### src/hw/rtl/float_to_int8_quantizer_unit_assert.svh
// Assertion macros for the float to int8 quantizer.
`ifndef FLOAT_TO_INT8_QUANTIZER_UNIT_ASSERT_SVH
`define FLOAT_TO_INT8_QUANTIZER_UNIT_ASSERT_SVH

`ifndef SYNTHESIS
// When the condition holds in a cycle, the consequence holds in that same cycle.
`define F2I8Q_ASSERT_IMPLY(lbl, clk, rstn, ante, cons) \
    lbl: assert property (@(posedge clk) disable iff (!rstn) (ante) |-> (cons)) \
        else $error("quantizer check failed");
// When the condition holds in a cycle, the consequence holds in the next cycle.
`define F2I8Q_ASSERT_NEXT(lbl, clk, rstn, ante, cons) \
    lbl: assert property (@(posedge clk) disable iff (!rstn) (ante) |=> (cons)) \
        else $error("quantizer check failed");
`else
`define F2I8Q_ASSERT_IMPLY(lbl, clk, rstn, ante, cons)
`define F2I8Q_ASSERT_NEXT(lbl, clk, rstn, ante, cons)
`endif

`endif

### src/hw/rtl/f2i8q_pkg.sv
// Shared types, constants and floating-point helper functions for the quantizer.
`timescale 1ns / 1ps

package f2i8q_pkg;

    typedef struct packed {
        logic [31:0] value_bits;
        logic [31:0] scale_bits;
    } sample_t;

    typedef struct packed {
        logic signed [7:0] code;
        logic              invalid;
    } result_t;

    // Unpacked single-precision value: value = mant * 2^(exp - 23).
    // The mantissa is normalised except for subnormals, which keep exp = -126 (exp = -1 for half input).
    typedef struct packed {
        logic              sign;
        logic              nan;
        logic              inf;
        logic              zero;
        logic signed [9:0] exp;
        logic [23:0]       mant;
    } fp_t;

    typedef struct packed {
        logic              round_mode;
        logic [6:0]        upper_bound;
        logic signed [7:0] lower_bound;
        logic              input_is_half;
    } cfg_t;

    typedef enum logic [1:0] {
        REG_ROUND_MODE    = 2'd0,
        REG_UPPER_BOUND   = 2'd1,
        REG_LOWER_BOUND   = 2'd2,
        REG_INPUT_IS_HALF = 2'd3
    } cfg_reg_t;

    localparam logic              RST_ROUND_MODE    = 1'b1;
    localparam logic [6:0]        RST_UPPER_BOUND   = 7'd127;
    localparam logic signed [7:0] RST_LOWER_BOUND   = -8'sd127;
    localparam logic              RST_INPUT_IS_HALF = 1'b0;

    localparam int DIV_STAGES  = 7;
    localparam int FMUL_STAGES = 3;

    localparam logic [23:0] MANT_ONE   = 24'h800000;
    localparam logic [7:0]  CODE_LIMIT = 8'd200;

    function automatic logic [4:0] lzc24(input logic [23:0] x);
        logic [4:0] lz;
        lz = 5'd24;
        for (int i = 0; i < 24; i++) begin
            if (x[i]) begin
                lz = 5'(23 - i);
            end
        end
        return lz;
    endfunction

    function automatic logic [5:0] lzc48(input logic [47:0] x);
        logic [5:0] lz;
        lz = 6'd48;
        for (int i = 0; i < 48; i++) begin
            if (x[i]) begin
                lz = 6'(47 - i);
            end
        end
        return lz;
    endfunction

    // Rounds a normalised significand (top bit at bit 47, weight 2^e_top) to single
    // precision, nearest with ties to even, including subnormal results and overflow.
    function automatic fp_t round48(input logic sign, input logic [47:0] w,
                                    input logic signed [10:0] e_top, input logic sticky_in);
        fp_t                r;
        logic [47:0]        ws;
        logic               st;
        logic               up;
        logic [24:0]        sum;
        logic signed [10:0] dd;
        logic [5:0]         d;
        r      = '0;
        r.sign = sign;
        ws     = w;
        st     = 1'b0;
        up     = 1'b0;
        sum    = '0;
        dd     = '0;
        d      = '0;
        if (e_top > 11'sd127) begin
            r.inf = 1'b1;
        end else if (e_top >= -11'sd126) begin
            st  = (|w[22:0]) | sticky_in;
            up  = w[23] & (st | w[24]);
            sum = {1'b0, w[47:24]} + 25'(up);
            if (sum[24]) begin
                r.mant = MANT_ONE;
                if (e_top == 11'sd127) begin
                    r.inf = 1'b1;
                end else begin
                    r.exp = 10'(e_top + 11'sd1);
                end
            end else begin
                r.mant = sum[23:0];
                r.exp  = 10'(e_top);
            end
        end else begin
            dd  = -11'sd126 - e_top;
            d   = (dd > 11'sd26) ? 6'd26 : 6'(dd);
            ws  = w >> d;
            st  = sticky_in | ((w & ((48'd1 << d) - 48'd1)) != 48'd0) | (|ws[22:0]);
            up  = ws[23] & (st | ws[24]);
            sum = {1'b0, ws[47:24]} + 25'(up);
            r.mant = sum[23:0];
            r.exp  = -10'sd126;
            r.zero = (sum == 25'd0);
        end
        return r;
    endfunction

endpackage

### src/hw/rtl/f2i8q_recip.sv
// Pipelined restoring divider that forms the correctly rounded reciprocal of the scale.
`timescale 1ns / 1ps

module f2i8q_recip (
    input  logic           clk,
    input  logic           rst_n,
    input  logic           en,
    input  logic           op_valid,
    input  f2i8q_pkg::fp_t scale_fp,
    output logic           recip_valid,
    output f2i8q_pkg::fp_t recip_fp
);
    import f2i8q_pkg::*;

    localparam int BITS_PER_STAGE = 4;

    typedef struct packed {
        logic              sign;
        logic              nan;
        logic              inf;
        logic              zero;
        logic signed [9:0] exp;
        logic [23:0]       m;
        logic [25:0]       rem;
        logic [27:0]       quo;
    } div_t;

    div_t                  div_reg  [DIV_STAGES];
    div_t                  div_next [DIV_STAGES];
    logic [DIV_STAGES-1:0] vld_reg;
    div_t                  seed;
    div_t                  last;
    logic                  recip_valid_reg;
    fp_t                   recip_reg;
    fp_t                   recip_next;
    fp_t                   rr;
    logic [47:0]           w;
    logic signed [10:0]    ex;
    logic signed [10:0]    e_top;

    // Several quotient bits a stage; the remainder is doubled after each bit.
    function automatic div_t div_step(input div_t x);
        div_t y;
        logic ge;
        y = x;
        for (int i = 0; i < BITS_PER_STAGE; i++) begin
            ge    = (y.rem >= {2'b00, y.m});
            y.quo = {y.quo[26:0], ge};
            y.rem = (ge ? (y.rem - {2'b00, y.m}) : y.rem) << 1;
        end
        return y;
    endfunction

    // The quotient is floor(2^50 / M), so 1/scale = quotient * 2^(-27 - exp).
    always_comb
    begin
        seed      = '0;
        seed.sign = scale_fp.sign;
        seed.nan  = scale_fp.nan;
        seed.inf  = scale_fp.inf;
        seed.zero = scale_fp.zero;
        seed.exp  = scale_fp.exp;
        seed.m    = scale_fp.mant;
        seed.rem  = 26'h0800000;
        seed.quo  = '0;
        div_next[0] = div_step(seed);
        for (int k = 1; k < DIV_STAGES; k++) begin
            div_next[k] = div_step(div_reg[k-1]);
        end
    end

    always_comb
    begin
        last  = div_reg[DIV_STAGES-1];
        ex    = {last.exp[9], last.exp};
        w     = last.quo[27] ? {last.quo, 20'd0} : {last.quo[26:0], 21'd0};
        e_top = last.quo[27] ? -ex : (-ex - 11'sd1);
        rr    = round48(last.sign, w, e_top, last.rem != 26'd0);
        recip_next      = rr;
        recip_next.sign = last.sign;
        if (last.nan) begin
            recip_next.nan  = 1'b1;
            recip_next.inf  = 1'b0;
            recip_next.zero = 1'b0;
        end else if (last.zero) begin
            recip_next.inf  = 1'b1;
            recip_next.zero = 1'b0;
        end else if (last.inf) begin
            recip_next.inf  = 1'b0;
            recip_next.zero = 1'b1;
        end
    end

    always_ff @(posedge clk or negedge rst_n)
    begin
        if (!rst_n) begin
            vld_reg         <= '0;
            recip_valid_reg <= 1'b0;
        end else if (en) begin
            vld_reg         <= {vld_reg[DIV_STAGES-2:0], op_valid};
            recip_valid_reg <= vld_reg[DIV_STAGES-1];
        end
    end

    always_ff @(posedge clk)
    begin
        if (en) begin
            for (int k = 0; k < DIV_STAGES; k++) begin
                div_reg[k] <= div_next[k];
            end
            recip_reg <= recip_next;
        end
    end

    assign recip_valid = recip_valid_reg;
    assign recip_fp    = recip_reg;

endmodule

### config.mk
export PLATFORM = sky130hd
export DESIGN_NAME = f2i8q_recip
export DESIGN_NICKNAME = d
export VERILOG_FILES = /design/src/hw/rtl/float_to_int8_quantizer_unit_assert.svh /design/src/hw/rtl/f2i8q_pkg.sv /design/src/hw/rtl/f2i8q_recip.sv
export SDC_FILE = /design/constraint.sdc
export NUM_CORES = 2
export LEC_CHECK = 0
export BUFFER_PORTS_ARGS = -buffer_cell sky130_fd_sc_hd__buf_2
export CORE_MARGIN = 2
export CORE_UTILIZATION = 43
export CTS_CLUSTER_DIAMETER = 30
export DETAILED_ROUTE_END_ITERATION = 6
export GPL_ROUTABILITY_DRIVEN = 0
export SYNTH_ARGS = -nofsm -noshare
export SYNTH_HDL_FRONTEND = slang
export SYNTH_SLANG_ARGS = --single-unit
### constraint.sdc
create_clock -name clk -period 17.3 [get_ports clk]
set_clock_uncertainty 0.2 [all_clocks]
set_input_delay 3.46 -clock clk [delete_from_list [all_inputs] [get_ports clk]]
set_output_delay 3.46 -clock clk [all_outputs]
set_load 0.01 [all_outputs]
==> results.toml <==
[setup_path]
crit_fanout = 41
worst_path_most_repeated_cell = "a21oi_1"
reg2reg_to = "div_reg[2][34]"
arrival_ns = 16.44
startpoint_type = "register"
r2r_start = "div_reg[1][54]"
crit_required_ns = 17.58
path_class = "register to register"
r2r_slack_ns = 1.14
crit_path_max_incr_delay_ns = 0.53
end_kind = "register"
reg2regPathDepth = 67
slowest_stage = "nor3_2"

[synthesis]
netlist_area_mm2 = 0.06112
dominantRegCellSynth = "edfxtp_1"
synth_seq_cells = 575
synthArstFlopShare_pct = 1.391
synth-edff-count = 567
yosys_warnings = 0
syn_avg_cell_area_um2 = 8.669
yosysSeqAreaShare_pct = 28.18
synth_cells = 7050
synth_nets = 7733
synthDistinctLibCells = 118

[route]
wl_per_cell_um = 20.03
final_antenna_net_count = 0
drt_first_iter_violations = 4496
dr.pass1.iters = 7
vias_per_cell = 5.955
drc = 1
dr_total_vias = 54762
drt-total-wl_um = 184200

[floorplan]
pin_count = 81
die_h_um = 381.0
die_area_mm2 = 0.1452
start_util_pct = 43.27
rows = 138
core-area_mm2 = 0.1412
fp.dieW_um = 381.0

[cts]
clockBufferDepth = 3
hold_buffers = 0
clockRootBuffer = "clkbuf_16"
cts_sinks = 575
numCtsBuffers = 145
path_clk_slew_ns = 0.05
clk_latency_ns = 0.77
tritoncts = "done"
htreeDepth = 4

[global_route]
grt_max_degree = 175
grt_pass1_wl_um = 287300
grt_pass1_vias = 51924
met2_usage_pct = 40.71
use_met3_pct = 3.362
grt_usage_pct = 24.64
grt_busiest_layer = "met2"
grtUsageMet1_pct = 32.07
antenna_found_initial = 2
overflow = 0

[sta]
rsz0062_at_grt = "no"
finalSetupViolCount = 0
finalHoldViolations = 0
tightest_slew_ns = 1.090
max_freq_ghz = 0.06189
drv_slew = 0
period_needed_ns = 16.16
period_share_pct = 93.39
maxSlewHeadroom_pct = 27.09
fin_tns_setup_ns = 0

[hold_path]
holdPathEnd = "div_reg[6][89]"
worstHoldStart = "div_reg[5][89]"
min_path_cells = 0
hold_path.class = "register to register"

[final_layout]
layout.cells.non_filler = 9196
layout_commonest_cell = "ha_1"
final_net_count = 7866
utilization_pct = 48.87
areaGrowthSynthToFinish_pct = 12.93
drive_above_1_share_pct = 12.20
fillCellCount = 13501
largest_reg_flops = 529
layout_common_cells = "ha_1 (635), nand2_1 (622), edfxtp_1 (567)"
diodes = 0

[flow_run]
drv_cap = 0

[placed_design]
port-buffer-count = 80
dp_cells = 8923
hpwl_um = 144700

[outcome]
outcome = "complete, but fails checks"
violations = "design-rule violations"
[worst max-delay path: cells and delay by family, from the launching register on]
family | cells | cell delay, ns
buf+inv | 7 | 1.67
fa+ha+maj | 4 | 1.30
flops | 1 | 0.51
compound gates | 47 | 9.75
simple gates | 9 | 2.39
[worst max-delay path by stage]
stage | start | to | slack, ns | depth (start not counted)
global placement | scale_fp[0] | div_reg[0][30] | 0.77 | 60
finish | div_reg[1][54] | div_reg[2][34] | 1.14 | 67
detailed placement | scale_fp[0] | div_reg[0][35] | 0.77 | 60
CTS | div_reg[1][53] | div_reg[2][34] | 0.80 | 66
floorplan | scale_fp[0] | div_reg[0][34] | 1.07 | 63
global route | div_reg[1][54] | div_reg[2][35] | 0.05 | 66
[layer usage]
layer	share of wire [%]	vias up
li1	-	26676
met1	44	25895
met2	46	1782
met3	5.5	409
met4	4.5	0
met5	0	-
[stage by stage]
stage | hold slack [ns] | setup WS (ns) | cell area (um2)
floorplan | 0.2003 | 1.068 | 61120
global placement | 0.2002 | 0.7711 | 63960
detailed placement | 0.2045 | 0.7711 | 63960
CTS | 0.1944 | 0.7960 | 68970
global route | 0.2099 | 0.05395 | 69020
finish | 0.1990 | 1.143 | 69020
[cells by family (layout without fill, tap and decap cells)]
kind of cell | after synthesis | after routing | synth area share [%]
simple gates | 2159 | 2159 | 16.97
fa+ha+maj | 641 | 641 | 13.20
mux | 380 | 380 | 6.925
xor+xnor | 566 | 566 | 8.231
flops | 575 | 575 | 28.18
buf+inv | 627 | 883 | 3.949
compound gates | 2102 | 2102 | 22.54
[Yosys cell counts, drive strengths merged, types with 66 or more instances]
master,number,share of area [%]
mux2,323,6.0
o21bai,89,1.1
clkbuf,128,0.79
a31oi,79,0.81
inv,437,2.7
and2,66,0.68
ha,635,13
xnor2,383,5.6
xor2,182,2.6
nor3,167,1.4
nand2b,88,0.90
nor2,559,3.4
o31ai,72,0.88
nand4,95,0.98
nor2b,75,0.78
a21oi,549,4.5
a211oi,86,1.1
a21boi,75,0.92
a21o,211,2.6
and3,86,0.88
nand2,623,3.8
nand3,163,1.3
o21ai,447,3.7
edfxtp,567,28
[repair_timing]
action	in CTS	in global routing
endpoints found under the setup margin	0	48
gates resized for setup	0	8
setup buffers	0	3
[layout make-up]
cell class              count  area, um2  share of cell area [%]
inverters                 441       1658                   2.402
repair buffers            172       1139                   1.650
clock inverters           114       1346                   1.951
clock buffers             156       3670                   5.317
multi-input cells        5848      41620                   60.30
well taps                1890       2365                   3.426
flip-flops and latches    575      17230                   24.96
Power is left out: the tool's default activity adds up to more than one toggle a clock period on the data nets, which glitch-free logic cannot reach.
