File: src/hw/rtl/float_to_int8_quantizer_unit_assert.svh
// Assertion macros for the float to int8 quantizer.
`ifndef FLOAT_TO_INT8_QUANTIZER_UNIT_ASSERT_SVH
`define FLOAT_TO_INT8_QUANTIZER_UNIT_ASSERT_SVH

`ifndef SYNTHESIS
// When the condition holds in a cycle, the consequence holds in that same cycle.
`define F2I8Q_ASSERT_IMPLY(lbl, clk, rstn, ante, cons) \
    lbl: assert property (@(posedge clk) disable iff (!rstn) (ante) |-> (cons)) \
        else $error("quantizer check failed");
// When the condition holds in a cycle, the consequence holds in the next cycle.
`define F2I8Q_ASSERT_NEXT(lbl, clk, rstn, ante, cons) \
    lbl: assert property (@(posedge clk) disable iff (!rstn) (ante) |=> (cons)) \
        else $error("quantizer check failed");
`else
`define F2I8Q_ASSERT_IMPLY(lbl, clk, rstn, ante, cons)
`define F2I8Q_ASSERT_NEXT(lbl, clk, rstn, ante, cons)
`endif

`endif

File: src/hw/rtl/f2i8q_pkg.sv
// Shared types, constants and floating-point helper functions for the quantizer.
`timescale 1ns / 1ps

package f2i8q_pkg;

    typedef struct packed {
        logic [31:0] value_bits;
        logic [31:0] scale_bits;
    } sample_t;

    typedef struct packed {
        logic signed [7:0] code;
        logic              invalid;
    } result_t;

    // Unpacked single-precision value: value = mant * 2^(exp - 23).
    // The mantissa is normalised except for subnormals, which keep exp = -126 (exp = -1 for half input).
    typedef struct packed {
        logic              sign;
        logic              nan;
        logic              inf;
        logic              zero;
        logic signed [9:0] exp;
        logic [23:0]       mant;
    } fp_t;

    typedef struct packed {
        logic              round_mode;
        logic [6:0]        upper_bound;
        logic signed [7:0] lower_bound;
        logic              input_is_half;
    } cfg_t;

    typedef enum logic [1:0] {
        REG_ROUND_MODE    = 2'd0,
        REG_UPPER_BOUND   = 2'd1,
        REG_LOWER_BOUND   = 2'd2,
        REG_INPUT_IS_HALF = 2'd3
    } cfg_reg_t;

    localparam logic              RST_ROUND_MODE    = 1'b1;
    localparam logic [6:0]        RST_UPPER_BOUND   = 7'd127;
    localparam logic signed [7:0] RST_LOWER_BOUND   = -8'sd127;
    localparam logic              RST_INPUT_IS_HALF = 1'b0;

    localparam int DIV_STAGES  = 7;
    localparam int FMUL_STAGES = 3;

    localparam logic [23:0] MANT_ONE   = 24'h800000;
    localparam logic [7:0]  CODE_LIMIT = 8'd200;

    function automatic logic [4:0] lzc24(input logic [23:0] x);
        logic [4:0] lz;
        lz = 5'd24;
        for (int i = 0; i < 24; i++) begin
            if (x[i]) begin
                lz = 5'(23 - i);
            end
        end
        return lz;
    endfunction

    function automatic logic [5:0] lzc48(input logic [47:0] x);
        logic [5:0] lz;
        lz = 6'd48;
        for (int i = 0; i < 48; i++) begin
            if (x[i]) begin
                lz = 6'(47 - i);
            end
        end
        return lz;
    endfunction

    // Rounds a normalised significand (top bit at bit 47, weight 2^e_top) to single
    // precision, nearest with ties to even, including subnormal results and overflow.
    function automatic fp_t round48(input logic sign, input logic [47:0] w,
                                    input logic signed [10:0] e_top, input logic sticky_in);
        fp_t                r;
        logic [47:0]        ws;
        logic               st;
        logic               up;
        logic [24:0]        sum;
        logic signed [10:0] dd;
        logic [5:0]         d;
        r      = '0;
        r.sign = sign;
        ws     = w;
        st     = 1'b0;
        up     = 1'b0;
        sum    = '0;
        dd     = '0;
        d      = '0;
        if (e_top > 11'sd127) begin
            r.inf = 1'b1;
        end else if (e_top >= -11'sd126) begin
            st  = (|w[22:0]) | sticky_in;
            up  = w[23] & (st | w[24]);
            sum = {1'b0, w[47:24]} + 25'(up);
            if (sum[24]) begin
                r.mant = MANT_ONE;
                if (e_top == 11'sd127) begin
                    r.inf = 1'b1;
                end else begin
                    r.exp = 10'(e_top + 11'sd1);
                end
            end else begin
                r.mant = sum[23:0];
                r.exp  = 10'(e_top);
            end
        end else begin
            dd  = -11'sd126 - e_top;
            d   = (dd > 11'sd26) ? 6'd26 : 6'(dd);
            ws  = w >> d;
            st  = sticky_in | ((w & ((48'd1 << d) - 48'd1)) != 48'd0) | (|ws[22:0]);
            up  = ws[23] & (st | ws[24]);
            sum = {1'b0, ws[47:24]} + 25'(up);
            r.mant = sum[23:0];
            r.exp  = -10'sd126;
            r.zero = (sum == 25'd0);
        end
        return r;
    endfunction

endpackage

File: src/hw/rtl/f2i8q_unpack.sv
// Input stage: splits the value and scale bit patterns into unpacked form.
`timescale 1ns / 1ps

module f2i8q_unpack (
    input  logic               clk,
    input  logic               rst_n,
    input  logic               en,
    input  f2i8q_pkg::cfg_t    cfg,
    input  logic               sample_valid,
    input  f2i8q_pkg::sample_t sample,
    output logic               op_valid,
    output f2i8q_pkg::fp_t     scale_fp,
    output f2i8q_pkg::fp_t     value_fp
);
    import f2i8q_pkg::*;

    logic op_valid_reg;
    fp_t  scale_reg;
    fp_t  scale_next;
    fp_t  value_reg;
    fp_t  value_next;

    logic [7:0]  se;
    logic [22:0] sm;
    logic [4:0]  slz;
    logic [7:0]  ve;
    logic [22:0] vm;
    logic [4:0]  he;
    logic [9:0]  hm;

    // The scale divisor must be normalised, so subnormal scales are shifted up here.
    always_comb
    begin
        se  = sample.scale_bits[30:23];
        sm  = sample.scale_bits[22:0];
        slz = lzc24({1'b0, sm});
        scale_next      = '0;
        scale_next.sign = sample.scale_bits[31];
        if (se == 8'd0) begin
            scale_next.zero = (sm == 23'd0);
            scale_next.mant = {1'b0, sm} << slz;
            scale_next.exp  = -10'sd126 - $signed({5'd0, slz});
        end else if (se == 8'hFF) begin
            scale_next.nan = (sm != 23'd0);
            scale_next.inf = (sm == 23'd0);
        end else begin
            scale_next.mant = {1'b1, sm};
            scale_next.exp  = $signed({2'b00, se}) - 10'sd127;
        end
    end

    // Subnormal values stay unnormalised; the multiplier renormalises its product.
    always_comb
    begin
        ve = sample.value_bits[30:23];
        vm = sample.value_bits[22:0];
        he = sample.value_bits[14:10];
        hm = sample.value_bits[9:0];
        value_next = '0;
        if (cfg.input_is_half) begin
            value_next.sign = sample.value_bits[15];
            if (he == 5'd0) begin
                value_next.zero = (hm == 10'd0);
                value_next.mant = {14'd0, hm};
                value_next.exp  = -10'sd1;
            end else if (he == 5'h1F) begin
                value_next.nan = (hm != 10'd0);
                value_next.inf = (hm == 10'd0);
            end else begin
                value_next.mant = {1'b1, hm, 13'd0};
                value_next.exp  = $signed({5'd0, he}) - 10'sd15;
            end
        end else begin
            value_next.sign = sample.value_bits[31];
            if (ve == 8'd0) begin
                value_next.zero = (vm == 23'd0);
                value_next.mant = {1'b0, vm};
                value_next.exp  = -10'sd126;
            end else if (ve == 8'hFF) begin
                value_next.nan = (vm != 23'd0);
                value_next.inf = (vm == 23'd0);
            end else begin
                value_next.mant = {1'b1, vm};
                value_next.exp  = $signed({2'b00, ve}) - 10'sd127;
            end
        end
    end

    always_ff @(posedge clk or negedge rst_n)
    begin
        if (!rst_n) begin
            op_valid_reg <= 1'b0;
        end else if (en) begin
            op_valid_reg <= sample_valid;
        end
    end

    always_ff @(posedge clk)
    begin
        if (en) begin
            scale_reg <= scale_next;
            value_reg <= value_next;
        end
    end

    assign op_valid = op_valid_reg;
    assign scale_fp = scale_reg;
    assign value_fp = value_reg;

endmodule

File: config.mk
export PLATFORM = sky130hd
export DESIGN_NAME = f2i8q_unpack
export DESIGN_NICKNAME = d
export VERILOG_FILES = /design/src/hw/rtl/float_to_int8_quantizer_unit_assert.svh /design/src/hw/rtl/f2i8q_pkg.sv /design/src/hw/rtl/f2i8q_unpack.sv
export SDC_FILE = /design/constraint.sdc
export NUM_CORES = 1
export LEC_CHECK = 0
export BUFFER_PORTS_ARGS = -buffer_cell sky130_fd_sc_hd__buf_2
export CAP_MARGIN = 30
export CORE_AREA = 2 2 102 104
export CTS_BUF_LIST = sky130_fd_sc_hd__clkbuf_2 sky130_fd_sc_hd__clkbuf_4 sky130_fd_sc_hd__clkbuf_8
export CTS_CLUSTER_DIAMETER = 80
export DETAILED_ROUTE_END_ITERATION = 6
export DIE_AREA = 0 0 104 106
export PLACE_DENSITY = 0.89
export SYNTH_ARGS = -nofsm -noshare
export SYNTH_HDL_FRONTEND = slang
export SYNTH_SLANG_ARGS = --single-unit
File: constraint.sdc
create_clock -name clk -period 0.95 [get_ports clk]
set_input_delay 0.095 -clock clk [delete_from_list [all_inputs] [get_ports clk]]
set_output_delay 0.095 -clock clk [all_outputs]
set_load 0.05 [all_outputs]
==> impl_results.md, run 1 <==
* Clk buf depth at 2
* Commonest cells post-synth: edfxtp_1, nand2_1, nor2_1
* #FFs+latches synth at 75
* Post-synthesis sequential area ratio at 0.459
* Number of synthesis warnings at 0
* Stop stage: global routing (5_1_grt)
* Ys flop type: edfxtp_1
* Final GP Congestion at between 1 and 1.5
* Share of the synthesized area in the top cell type at 0.454
* Synth unique cells at 60
* Largest cells by area after synthesis: edfxtp_1, mux2i_1, nand2_1
* Worst Endpoint after GRT Repair: scale_fp[22]$_DFFE_PP_/D
* Top-count cell post-synth: edfxtp_1
* Synth area leader: edfxtp_1
* Worst endpoint type: register data pin
* # clock sinks at 75
* Post-DP HPWL at around 14000 um
* Total GRT Usage at 0.729
* Syn_area_per_cell at between 9 and 10 um2
* Outcome: stopped before the end
* CTS root buffer: clkbuf_8
* EDFF count, synth at 74
* Cells after Synth at about 510
* H-tree depth at 3
* Grt ovf at 80
* First Err: [ERROR GRT-0232] Routing congestion too high. Check the congestion heatmap in the GUI.
* Die Ht at between 100 and 150 um
* Largest net degree at the start of global routing at 33
* Number of CTS-inserted buffers at 9
* IO Count at between 150 and 200
* IO Port Bufs at between 100 and 150
* Synth Cell Area at 4890 um2
* Chip Width at ~100 um
* Core Rows at 37
* Starting density of the core at 0.489
* Syn_nets at 598
* Asr flop ratio synth at 0.0133
## cell families after synthesis
group                    after synthesis  share of synthesized area
AO/OA/AOI/OAI                        144                      0.202
XOR/XNOR                              14                     0.0251
adder cells (fa/ha/maj)                7                     0.0179
buffers and inverters                 45                     0.0435
flip-flops                            75                      0.459
multiplexers                          30                     0.0642
AND/OR/NAND/NOR                      191                      0.188
## per-stage QoR
step | hold WS (ns) | setup slack [ns] | area, um2 | cells | TNS [ns]
2_1_floorplan | -0.201 | -1.49 | 5210 | 506 | -47.47
3_3_place_gp | -0.130 | -1.61 | 7190 | 931 | -62.09
3_5_place_dp | -0.128 | -1.73 | 7190 | 931 | -66.81
4_1_cts | 0.0285 | -1.14 | 8800 | 970 | -38.81
## metal layers
layer  GRT overflow  track usage
met3              0        0.517
met5              0       0.0381
met1              2        0.726
met4             44        0.804
met2             34        0.928
## what timing repair did
action / 4_1_cts
setup buffers: 18
endpoints found under the setup margin: 143
cloned: 2
resized for setup: 325
pin swaps: 44
hold buffers: 3
hold endpoints to repair: 3
==> run 2: changes to the inputs <==
Settings changed: CORE_AREA 2 2 102 104 to 2 2 122 124, CTS_BUF_LIST sky130_fd_sc_hd__clkbuf_2 sky130_fd_sc_hd__clkbuf_4 sky130_fd_sc_hd__clkbuf_8 to default, CTS_CLUSTER_DIAMETER 80 to default, DIE_AREA 0 0 104 106 to 0 0 124 126, PLACE_DENSITY 0.89 to default, PLACE_DENSITY_LB_ADDON from default to 0.15.
==> impl_results.md, run 2 <==
* Chip Width at 124 um (+19%)
* Slew Viols, Final at 0
* Outcome: complete, but fails checks
* # fillers at 1123
* IO Count at 162 (unchanged)
* EDFF count, synth at 74 (unchanged)
* Adder-Cell Fraction of Synth Area at 0.0179 (unchanged)
* Clk_lat worst skew at 0.33 ns
* Fin worst setup slack at -1.31 ns
* Ys flop type: edfxtp_1
* Failing checks: negative setup slack
* Global-route wire length before repair at ~31000 um
* Share of the synthesized area in the top cell type at 0.454 (unchanged)
* Total GRT Usage at 0.258
* Flop pwr share at 0.353
* H-tree depth at 3 (unchanged)
* Most frequent cells in the layout: buf_4, buf_6, edfxtp_1
* Actual slew at the worst max-slew pin at around 0.4 ns
* # nets final at approximately 950
* Lkg Pwr at about 3.9 nW
* RSZ-0062 raised after global routing: true
* Slew margin rel. at 0.729
* Crit start category: input pin
* Setup violators final at between 100 and 150
* Iteration count of the initial detailed-routing pass at 5
* Layout cell share with drive strength beyond 1 at 0.624
* WHS at between 0.06 and 0.07 ns
* Asr flop ratio synth at 0.0133 (unchanged)
* CP Cell Sequence: buf_6 > nor3b_4 > or4_4 > o2111ai_4 > a31o_1 > buf_12 > buf_8 > mux2i_1 > o22ai_1 > a211oi_1 > a31oi_1
* Area occupied by multi-input gates at approximately 3400 um2
* Routed WL at around 20000 um
* Cell Area, Placed at 7460 um2 (+3.8%)
* Synth Area in Compound Gates at 0.202 (unchanged)
* Vias per cell at between 5 and 6
* Synth Area in XOR/XNOR at 0.0251 (unchanged)
* Mux contribution to synthesized area at 0.0642 (unchanged)
* Synth unique cells at 60 (unchanged)
* Fin crit period at 2.26 ns
* Vias in the first global route at around 6k
* Clk buf depth at 2 (unchanged)
* Final hold violation count at 0
* NetSw at roughly 4 mW
* Commonest non-fill, non-tap cell in the layout: buf_4
* Starting DRT DRC Count at 478
* DRT antenna net count at 0
* Post-route cell area at between 9000 and 10000 um2
* CP arrival at 2.33 ns
* Max stage delay cell, worst path: or4_4
* Antenna diodes at 0
* Grt ovf at 0
* Placed cells at 1005 (+7.9%)
* Via count at roughly 5.7k
* Synth area leader: edfxtp_1
* Final period utilization at 2.38
* Largest family of logic cells by synthesized area: compound AO/OA/AOI/OAI gates
* Register area at approximately 2200 um2
* Worst IR drop on VDD at between 0.8 and 0.9 mV
* Critical path fanouts, max at 7
* Cell Pwr Density at around 1200 nW/um2
* #FFs+latches synth at 75 (unchanged)
* CP endpoint kind: register
* Simple-gate share of the synthesized area at 0.188 (unchanged)
* Power Total at about 12 mW
* # clock sinks at 75 (unchanged)
* Top-count cell post-synth: edfxtp_1
* Number of CTS-inserted buffers at 9 (unchanged)
* Starting density of the core at 0.342 (-0.147)
* Internal at 7.65 mW
* Max frequency at ~440 MHz
* CTS root buffer: clkbuf_16
* Core area at 14300 um2
* Comb pwr share at 0.380
* Core Rows at 44 (+19%)
* Final Non-Filler Cells at between 1k and 1.5k
* Syn_area_per_cell at 9.67 um2 (unchanged)
* MaxCap Viol Count at 0
* Post-synthesis sequential area ratio at 0.459 (unchanged)
* Number of synthesis warnings at 0 (unchanged)
* Synth Cell Area at 4890 um2 (unchanged)
* DP Worst Slack at -1.82 ns (-0.0908 ns)
* Post-Route Utilization at 0.659
* Critical path class: input pin to register
* Register clock-pin slew on the reported worst setup and hold paths at ~0.060 ns
* Largest cells by area after synthesis: edfxtp_1, mux2i_1, nand2_1
* Setup TNS at -41.23 ns
* Die area at roughly 16000 um2
* Final GP Congestion at 0.985 (-16%)
* IO Port Bufs at 145 (unchanged)
* Sw Share at 0.343
* Layout Skew at 0 ns
* Area delta synth->final at 92.7%
* Syn_nets at 598 (unchanged)
* Commonest cells post-synth: edfxtp_1, nand2_1, nor2_1
* DRC violations left at 0
* Die Ht at 126 um (+19%)
* Routed length per instance at between 15 and 20 um
* WP data required at between 1 and 1.5 ns
* Cells after Synth at 506 (unchanged)
* Largest net degree at the start of global routing at 35
* Clock share of power at 0.268
* Initial antenna violation count at 0
* Slowest Stage Delay on Critical Path at 0.49 ns
* CTS tree: built
* Post-DP HPWL at 15000 um (+5.1%)
* Min-delay worst type: input pin to async pin
run 2: cell counts after synthesis:
Identical to the previous run, type by type.
run 2: worst paths after layout:
kind | from | endpoint | slack [ns] | cells after the start
hold / removal | rst_n | op_valid | 0.06 | 2
setup reg to reg | op_valid | op_valid | 0.18 | 1
max in group asynchronous | rst_n | op_valid | 0.79 | 2
setup / recovery | sample[4] | scale_fp[17] | -1.31 | 11
min in group clk | sample[63] | value_fp[37] | 0.08 | 2
hold reg to reg | op_valid | op_valid | 0.53 | 1
run 2: timing repair:
action	4_1_cts	5_1_grt
endpoints found under the setup margin	143	146
setup buffers	16	8
resized for setup	321	67
cloned	3	0
pin swaps	48	22
hold buffers	3	0
endpoints found under the hold margin	3	0
run 2: worst max-delay path, delay by kind of cell:
family,cells,cell delay [ns]
and+or+nand+nor,2,0.62
buffers and inverters,3,0.38
muxes,1,0.31
AOI/OAI and AO/OA,5,0.91
run 2: cell families (layout without fill, tap and decap cells):
group           count (synthesis)  after routing
compound gates                144            146
xor+xnor                       14             14
fa+ha+maj                       7              7
buf+inv                        45            401
flops                          75             75
mux                            30             30
simple gates                  191            191
run 2: area by class of cell:
type,instances,area share
clock buffers,9,0.0239
clock inverters,7,0.00451
inverters,15,0.00995
multi-input cells,388,0.357
flip-flops and latches,75,0.239
well taps,184,0.0244
repair buffers,370,0.341
run 2: power groups by stage:
stage	sequential, mW	combinational [mW]	clock, mW
final	4.10	4.42	3.12
after global routing	4.13	4.63	3.30
after CTS	4.11	4.19	3.18
after detailed placement	4.10	3.41	0
after global placement	4.09	3.41	0
after floorplan	5.10	0.979	0
run 2: metal layers:
layer  vias up  wire length (um)  global-route usage
met3        55              1340              0.0408
met2       260             10200               0.453
met5         -                 0                   0
li1       2645                 -                   -
met4         0               658              0.0958
met1      2743              8120               0.315
Note: power is estimated with default switching activity, not from simulation.
