==> src/hw/rtl/float_to_int8_quantizer_unit_assert.svh <==
// Assertion macros for the float to int8 quantizer.
`ifndef FLOAT_TO_INT8_QUANTIZER_UNIT_ASSERT_SVH
`define FLOAT_TO_INT8_QUANTIZER_UNIT_ASSERT_SVH

`ifndef SYNTHESIS
// When the condition holds in a cycle, the consequence holds in that same cycle.
`define F2I8Q_ASSERT_IMPLY(lbl, clk, rstn, ante, cons) \
    lbl: assert property (@(posedge clk) disable iff (!rstn) (ante) |-> (cons)) \
        else $error("quantizer check failed");
// When the condition holds in a cycle, the consequence holds in the next cycle.
`define F2I8Q_ASSERT_NEXT(lbl, clk, rstn, ante, cons) \
    lbl: assert property (@(posedge clk) disable iff (!rstn) (ante) |=> (cons)) \
        else $error("quantizer check failed");
`else
`define F2I8Q_ASSERT_IMPLY(lbl, clk, rstn, ante, cons)
`define F2I8Q_ASSERT_NEXT(lbl, clk, rstn, ante, cons)
`endif

`endif

==> src/hw/rtl/f2i8q_pkg.sv <==
// Shared types, constants and floating-point helper functions for the quantizer.
`timescale 1ns / 1ps

package f2i8q_pkg;

    typedef struct packed {
        logic [31:0] value_bits;
        logic [31:0] scale_bits;
    } sample_t;

    typedef struct packed {
        logic signed [7:0] code;
        logic              invalid;
    } result_t;

    // Unpacked single-precision value: value = mant * 2^(exp - 23).
    // The mantissa is normalised except for subnormals, which keep exp = -126 (exp = -1 for half input).
    typedef struct packed {
        logic              sign;
        logic              nan;
        logic              inf;
        logic              zero;
        logic signed [9:0] exp;
        logic [23:0]       mant;
    } fp_t;

    typedef struct packed {
        logic              round_mode;
        logic [6:0]        upper_bound;
        logic signed [7:0] lower_bound;
        logic              input_is_half;
    } cfg_t;

    typedef enum logic [1:0] {
        REG_ROUND_MODE    = 2'd0,
        REG_UPPER_BOUND   = 2'd1,
        REG_LOWER_BOUND   = 2'd2,
        REG_INPUT_IS_HALF = 2'd3
    } cfg_reg_t;

    localparam logic              RST_ROUND_MODE    = 1'b1;
    localparam logic [6:0]        RST_UPPER_BOUND   = 7'd127;
    localparam logic signed [7:0] RST_LOWER_BOUND   = -8'sd127;
    localparam logic              RST_INPUT_IS_HALF = 1'b0;

    localparam int DIV_STAGES  = 7;
    localparam int FMUL_STAGES = 3;

    localparam logic [23:0] MANT_ONE   = 24'h800000;
    localparam logic [7:0]  CODE_LIMIT = 8'd200;

    function automatic logic [4:0] lzc24(input logic [23:0] x);
        logic [4:0] lz;
        lz = 5'd24;
        for (int i = 0; i < 24; i++) begin
            if (x[i]) begin
                lz = 5'(23 - i);
            end
        end
        return lz;
    endfunction

    function automatic logic [5:0] lzc48(input logic [47:0] x);
        logic [5:0] lz;
        lz = 6'd48;
        for (int i = 0; i < 48; i++) begin
            if (x[i]) begin
                lz = 6'(47 - i);
            end
        end
        return lz;
    endfunction

    // Rounds a normalised significand (top bit at bit 47, weight 2^e_top) to single
    // precision, nearest with ties to even, including subnormal results and overflow.
    function automatic fp_t round48(input logic sign, input logic [47:0] w,
                                    input logic signed [10:0] e_top, input logic sticky_in);
        fp_t                r;
        logic [47:0]        ws;
        logic               st;
        logic               up;
        logic [24:0]        sum;
        logic signed [10:0] dd;
        logic [5:0]         d;
        r      = '0;
        r.sign = sign;
        ws     = w;
        st     = 1'b0;
        up     = 1'b0;
        sum    = '0;
        dd     = '0;
        d      = '0;
        if (e_top > 11'sd127) begin
            r.inf = 1'b1;
        end else if (e_top >= -11'sd126) begin
            st  = (|w[22:0]) | sticky_in;
            up  = w[23] & (st | w[24]);
            sum = {1'b0, w[47:24]} + 25'(up);
            if (sum[24]) begin
                r.mant = MANT_ONE;
                if (e_top == 11'sd127) begin
                    r.inf = 1'b1;
                end else begin
                    r.exp = 10'(e_top + 11'sd1);
                end
            end else begin
                r.mant = sum[23:0];
                r.exp  = 10'(e_top);
            end
        end else begin
            dd  = -11'sd126 - e_top;
            d   = (dd > 11'sd26) ? 6'd26 : 6'(dd);
            ws  = w >> d;
            st  = sticky_in | ((w & ((48'd1 << d) - 48'd1)) != 48'd0) | (|ws[22:0]);
            up  = ws[23] & (st | ws[24]);
            sum = {1'b0, ws[47:24]} + 25'(up);
            r.mant = sum[23:0];
            r.exp  = -10'sd126;
            r.zero = (sum == 25'd0);
        end
        return r;
    endfunction

endpackage

==> src/hw/rtl/f2i8q_fmul.sv <==
// Three-stage single-precision multiplier: product, normalise, round.
`timescale 1ns / 1ps

module f2i8q_fmul (
    input  logic           clk,
    input  logic           rst_n,
    input  logic           en,
    input  logic           a_valid,
    input  f2i8q_pkg::fp_t a,
    input  f2i8q_pkg::fp_t b,
    output logic           prod_valid,
    output f2i8q_pkg::fp_t prod
);
    import f2i8q_pkg::*;

    typedef struct packed {
        logic               sign;
        logic               nan;
        logic               inf;
        logic               zero;
        logic signed [10:0] e;
        logic [47:0]        p;
    } mul_t;

    logic [FMUL_STAGES-1:0] vld_reg;
    mul_t mul_reg;
    mul_t mul_next;
    mul_t norm_reg;
    mul_t norm_next;
    fp_t  prod_reg;
    fp_t  prod_next;
    fp_t  rr;
    logic [5:0] lz;

    always_comb
    begin
        mul_next.sign = a.sign ^ b.sign;
        mul_next.nan  = a.nan | b.nan | (a.zero & b.inf) | (a.inf & b.zero);
        mul_next.inf  = (a.inf | b.inf) & !mul_next.nan;
        mul_next.zero = (a.zero | b.zero) & !mul_next.nan;
        mul_next.e    = 11'($signed(a.exp)) + 11'($signed(b.exp)) + 11'sd1;
        mul_next.p    = a.mant * b.mant;
    end

    // Bring the leading one of the product to bit 47.
    always_comb
    begin
        lz          = lzc48(mul_reg.p);
        norm_next   = mul_reg;
        norm_next.p = mul_reg.p << lz;
        norm_next.e = mul_reg.e - $signed({5'd0, lz});
    end

    always_comb
    begin
        rr             = round48(norm_reg.sign, norm_reg.p, norm_reg.e, 1'b0);
        prod_next      = rr;
        prod_next.nan  = norm_reg.nan;
        prod_next.inf  = norm_reg.inf | (!norm_reg.nan & !norm_reg.zero & rr.inf);
        prod_next.zero = norm_reg.zero | (!norm_reg.nan & !norm_reg.inf & rr.zero);
    end

    always_ff @(posedge clk or negedge rst_n)
    begin
        if (!rst_n) begin
            vld_reg <= '0;
        end else if (en) begin
            vld_reg <= {vld_reg[FMUL_STAGES-2:0], a_valid};
        end
    end

    always_ff @(posedge clk)
    begin
        if (en) begin
            mul_reg  <= mul_next;
            norm_reg <= norm_next;
            prod_reg <= prod_next;
        end
    end

    assign prod_valid = vld_reg[FMUL_STAGES-1];
    assign prod       = prod_reg;

endmodule

==> config.mk <==
export PLATFORM = sky130hd
export DESIGN_NAME = f2i8q_fmul
export DESIGN_NICKNAME = d
export VERILOG_FILES = /design/src/hw/rtl/float_to_int8_quantizer_unit_assert.svh /design/src/hw/rtl/f2i8q_pkg.sv /design/src/hw/rtl/f2i8q_fmul.sv
export SDC_FILE = /design/constraint.sdc
export NUM_CORES = 2
export LEC_CHECK = 0
export BUFFER_PORTS_ARGS = -buffer_cell sky130_fd_sc_hd__buf_2
export CAP_MARGIN = 20
export CELL_PAD_IN_SITES_DETAIL_PLACEMENT = 1
export CELL_PAD_IN_SITES_GLOBAL_PLACEMENT = 1
export CORE_MARGIN = 5
export CORE_UTILIZATION = 45
export CTS_BUF_LIST = sky130_fd_sc_hd__clkbuf_8 sky130_fd_sc_hd__clkbuf_16
export DETAILED_ROUTE_END_ITERATION = 16
export PLACE_DENSITY = 0.75
export SETUP_SLACK_MARGIN = 0.2
export SYNTH_ARGS = -nofsm -noshare
export SYNTH_HDL_FRONTEND = slang
export SYNTH_SLANG_ARGS = --single-unit
==> constraint.sdc <==
create_clock -name clk -period 5.6 [get_ports clk]
set_input_delay 1.12 -clock clk [delete_from_list [all_inputs] [get_ports clk]]
set_output_delay 1.12 -clock clk [all_outputs]
set_load 0.01 [all_outputs]
==> tab_implementation.tex <==
\begin{tabular}{lr}
\hline
Metric & Value \\
\hline
\multicolumn{2}{l}{\textbf{Finish}} \\
\quad Most frequent cells in the layout & sky130\_fd\_sc\_hd\_\_nand2\_1 (534), sky130\_fd\_sc\_hd\_\_inv\_1 (502), sky130\_fd\_sc\_hd\_\_fa\_1 (474), sky130\_fd\_sc\_hd\_\_buf\_4 (379), sky130\_fd\_sc\_hd\_\_and2\_1 (212) \\
\quad Net count of the finished layout & 4,904 \\
\quad Non-filler instance count after layout & 5,127 \\
\quad Number of filler cells placed in the layout & around 8,500 \\
\quad Finished Cell Area & about 40,000 µm² \\
\quad Share of final-layout standard cells stronger than drive strength 1 & 0.213 \\
\quad Most common cell after layout, fill and taps aside & sky130\_fd\_sc\_hd\_\_nand2\_1 \\
\quad Signed area change from the synthesized netlist to the final layout & 19.9\% \\
\multicolumn{2}{l}{\textbf{Synth}} \\
\quad Register bit total from synthesis & 167 \\
\quad Count of mapped cells out of synthesis & 3,789 \\
\quad Ys Warns & 0 \\
\quad Number of different library cells in the post-synthesis netlist & 110 \\
\quad Post-synth EDFFs & 164 \\
\quad Part of the Yosys area used for sequential elements & 0.150 \\
\quad Nets in the synthesized netlist & between 4,000 and 5,000 \\
\quad Fraction of registers with async set/reset & 0.0180 \\
\quad Synthesized area & 33,400 µm² \\
\quad Average cell area after synthesis & 8.83 µm² \\
\quad Post-synth top flop & sky130\_fd\_sc\_hd\_\_edfxtp\_1 \\
\multicolumn{2}{l}{\textbf{Critical path}} \\
\quad Endpoint of the most critical register-to-register path & prod[34]\$\_DFFE\_PP\_ \\
\quad Flop-to-flop setup slack & 0.35 ns \\
\quad Crit Path Class & input pin to register \\
\quad Critical path startpoint & b[8] \\
\quad Worst path required time & 5.83 ns \\
\quad End of the critical path & mul\_reg[44]\$\_DFFE\_PP\_ \\
\quad Capturing element type of the critical path & register \\
\quad Number of cells traversed by the worst register-to-register path & 22 \\
\quad Kind of start point of the critical path & input pin \\
\quad Arrival time reported for the critical path endpoint & 7.49 ns \\
\quad Critical register-to-register path startpoint & norm\_reg[48]\$\_DFFE\_PP\_ \\
\quad Maximum fanout along the worst path & 6 \\
\multicolumn{2}{l}{\textbf{Global routing}} \\
\quad Total global routing track utilization & 0.298 \\
\quad Overflow left after global routing & 0 \\
\quad Largest net degree at the start of global routing & 75 \\
\quad First-pass GRT wire length & 187,000 µm \\
\quad Via count of the first global-routing pass & 33,100 \\
\quad Antenna violations before repair & 1 \\
\multicolumn{2}{l}{\textbf{Route}} \\
\quad Total wire length & 123,000 µm \\
\quad Overall via count from detail\_route & $\sim$30,000 \\
\quad Residual DRC & 0 \\
\quad Number of violations reported at the end of detailed-routing iteration 0 & 1,758 \\
\quad Wire length per cell after detailed routing & 24.0 µm \\
\quad Antenna-violating nets left & 0 \\
\quad DRT Pass-1 Iters & 5 \\
\quad DR vias/cell & 5.86 \\
\multicolumn{2}{l}{\textbf{Clock tree}} \\
\quad Longest Clk Path Bufs & 2 \\
\quad Later-pin clock latency in the skew report & roughly 0.47 ns \\
\quad Clock tree root driver cell & sky130\_fd\_sc\_hd\_\_clkbuf\_16 \\
\quad Cts bufs inserted & 17 \\
\quad Maximum level of the CTS H-tree & 4 \\
\quad Number of sinks driven by the clock tree & approximately 170 \\
\quad CTS tree & done \\
\quad Post-CTS clock slew at the launch and capture registers of the worst setup and hold paths & 0.08 ns \\
\multicolumn{2}{l}{\textbf{STA}} \\
\quad Tcrit/Tclk final & 1.30 \\
\quad Worst Skew & roughly 0.022 ns \\
\quad Min cycle time layout & a little over 7 ns \\
\quad Worst slack on hold paths & $\sim$0.42 ns \\
\quad Final hold vios & 0 \\
\quad Actual transition at the worst max-transition pin & 0.916 ns \\
\quad Total of endpoints with negative setup slack in the final report & 37 \\
\quad Max transition margin & 0.387 \\
\quad Max Clk Rate & $\sim$140 MHz \\
\quad Final Worst Setup Slack & -1.66 ns \\
\quad Unrepaired setup endpoints after global routing & yes \\
\quad Final max-slew violation count & 0 \\
\multicolumn{2}{l}{\textbf{Run status}} \\
\quad Failing checks & setup timing \\
\quad Status & finished with violations \\
\multicolumn{2}{l}{\textbf{Run}} \\
\quad Max-cap viol count & 0 \\
\multicolumn{2}{l}{\textbf{Place}} \\
\quad Post-detailed-placement cell area & 37,400 µm² \\
\quad Port Buf Inserts & 118 \\
\quad Final weighted congestion in routability-driven placement & just under 1 \\
\quad Placed cell count & between 4,000 and 5,000 \\
\quad Post-place setup slack & -2.30 ns \\
\quad DP HPWL & 94,600 µm \\
\multicolumn{2}{l}{\textbf{Hold path}} \\
\quad Worst Hold Launch & mul\_reg[59]\$\_DFFE\_PP\_ \\
\quad Worst hold path cell count & 0 \\
\quad Hold/Removal Path Class & register to register \\
\multicolumn{2}{l}{\textbf{Die}} \\
\quad Overall die width & 283 µm \\
\quad Starting Density & 0.451 \\
\quad DIE AREA & 79,900 µm² \\
\quad Cell Rows & 100 \\
\quad Die height & 283 µm \\
\quad \# IOs & 119 \\
\quad Area of the core region & $\sim$74,000 µm² \\
\hline
\end{tabular}
critical path, cell delays in order:
cell and delay, ns:
sky130_fd_sc_hd__buf_8 0.13, sky130_fd_sc_hd__buf_12 0.12, sky130_fd_sc_hd__buf_4 0.16, sky130_fd_sc_hd__nand2_2 0.09, sky130_fd_sc_hd__fa_1 0.47, sky130_fd_sc_hd__fa_1 0.54, sky130_fd_sc_hd__inv_1 0.06, sky130_fd_sc_hd__fa_1 0.59
sky130_fd_sc_hd__ha_2 0.18, sky130_fd_sc_hd__inv_1 0.05, sky130_fd_sc_hd__fa_1 0.49, sky130_fd_sc_hd__inv_1 0.07, sky130_fd_sc_hd__fa_1 0.51, sky130_fd_sc_hd__fa_1 0.46, sky130_fd_sc_hd__ha_4 0.31, sky130_fd_sc_hd__nand3_2 0.07
sky130_fd_sc_hd__o31a_1 0.36, sky130_fd_sc_hd__a211oi_2 0.29, sky130_fd_sc_hd__nor2_1 0.11, sky130_fd_sc_hd__a21o_1 0.20, sky130_fd_sc_hd__o21bai_2 0.21, sky130_fd_sc_hd__o21bai_2 0.12, sky130_fd_sc_hd__o21a_4 0.26, sky130_fd_sc_hd__o211a_4 0.25
sky130_fd_sc_hd__nand2b_1 0.08, sky130_fd_sc_hd__a21oi_2 0.06, sky130_fd_sc_hd__xnor2_1 0.11
layer usage:
metal | global-route usage | wire, µm
met4 | 0.138 | 6980
met5 | 0 | 15
met2 | 0.543 | 63300
met1 | 0.349 | 46600
met3 | 0.0371 | 6240
stage by stage:
| stage | util | setup TNS [ns] |
|---|---|---|
| after CTS | 0.527 | -35.84 |
| after global routing | 0.541 | -47.80 |
| after detailed placement | 0.505 | -62.19 |
| after global placement | 0.505 | -55.33 |
| final | 0.541 | -42.18 |
| after floorplan | - | -37.23 |
final cells by class:
class | instances | area, µm² | share of cell area
repair buffers | 562 | 4740 | 0.118
diodes | 1 | 2.50 | 0.0000624
inverters | 522 | 1960 | 0.0489
well taps | 969 | 1210 | 0.0302
multi-input cells | 2874 | 26600 | 0.663
clock inverters | 15 | 175 | 0.00437
clock buffers | 17 | 425 | 0.0106
flip-flops and latches | 167 | 5000 | 0.125
Yosys cell counts (10+ instances only):
library cell,n,area [µm²]
sky130_fd_sc_hd__and4_1,13,114
sky130_fd_sc_hd__ha_1,196,2450
sky130_fd_sc_hd__a211oi_1,53,398
sky130_fd_sc_hd__o21ai_0,103,515
sky130_fd_sc_hd__and3_1,21,131
sky130_fd_sc_hd__o22ai_1,18,113
sky130_fd_sc_hd__xor2_1,40,350
sky130_fd_sc_hd__nand3_1,71,355
sky130_fd_sc_hd__o21bai_1,14,105
sky130_fd_sc_hd__a21oi_2,10,87.6
sky130_fd_sc_hd__buf_1,18,67.6
sky130_fd_sc_hd__nor2_1,209,785
sky130_fd_sc_hd__a31oi_1,22,138
sky130_fd_sc_hd__o211ai_1,13,97.6
sky130_fd_sc_hd__a21oi_1,146,731
sky130_fd_sc_hd__nor4_1,38,238
sky130_fd_sc_hd__xnor2_1,84,736
sky130_fd_sc_hd__buf_6,11,124
sky130_fd_sc_hd__and2_1,234,1460
sky130_fd_sc_hd__nand2_1,551,2070
sky130_fd_sc_hd__o31ai_1,11,82.6
sky130_fd_sc_hd__nor3_1,73,365
sky130_fd_sc_hd__a21o_1,33,248
sky130_fd_sc_hd__a22o_1,21,184
sky130_fd_sc_hd__or3_1,12,75.1
sky130_fd_sc_hd__inv_1,517,1940
sky130_fd_sc_hd__buf_2,19,95.1
sky130_fd_sc_hd__nand4_1,32,200
sky130_fd_sc_hd__clkbuf_1,172,646
sky130_fd_sc_hd__mux2_2,22,248
sky130_fd_sc_hd__fa_1,484,9690
sky130_fd_sc_hd__edfxtp_1,164,4920
sky130_fd_sc_hd__a22oi_1,16,120
sky130_fd_sc_hd__mux2i_1,135,1350
sky130_fd_sc_hd__nor2b_1,16,100
how the worst min path moves through the flow:
stage	end	slack, ns
after floorplan	norm_reg[59]$_DFFE_PP_	0.40
after global placement	norm_reg[61]$_DFFE_PP_	0.40
after detailed placement	prod[37]$_DFFE_PP_	0.41
after CTS	prod[37]$_DFFE_PP_	0.42
after global routing	vld_reg[0]$_DFFE_PN0P_	0.43
final	norm_reg[59]$_DFFE_PP_	0.42
cells by family after synthesis:
| group | synth area share |
|---|---|
| DFF | 0.150 |
| buffers and inverters | 0.0885 |
| muxes | 0.0500 |
| xor gates and xnor gates | 0.0335 |
| and+or+nand+nor | 0.189 |
| adders and majority gates | 0.363 |
| AOI/OAI and AO/OA | 0.127 |
repair_timing:
item,in CTS,in global routing
setup endpoints to repair,39,45
buffers inserted,41,55
pin swaps,86,57
gates cloned,4,2
gates resized for setup,165,132
hold buffers,0,0
hold endpoints to repair,0,0
Power is not shown: default switching activity piles up to over one toggle a cycle in this logic, so the estimate is an artifact.
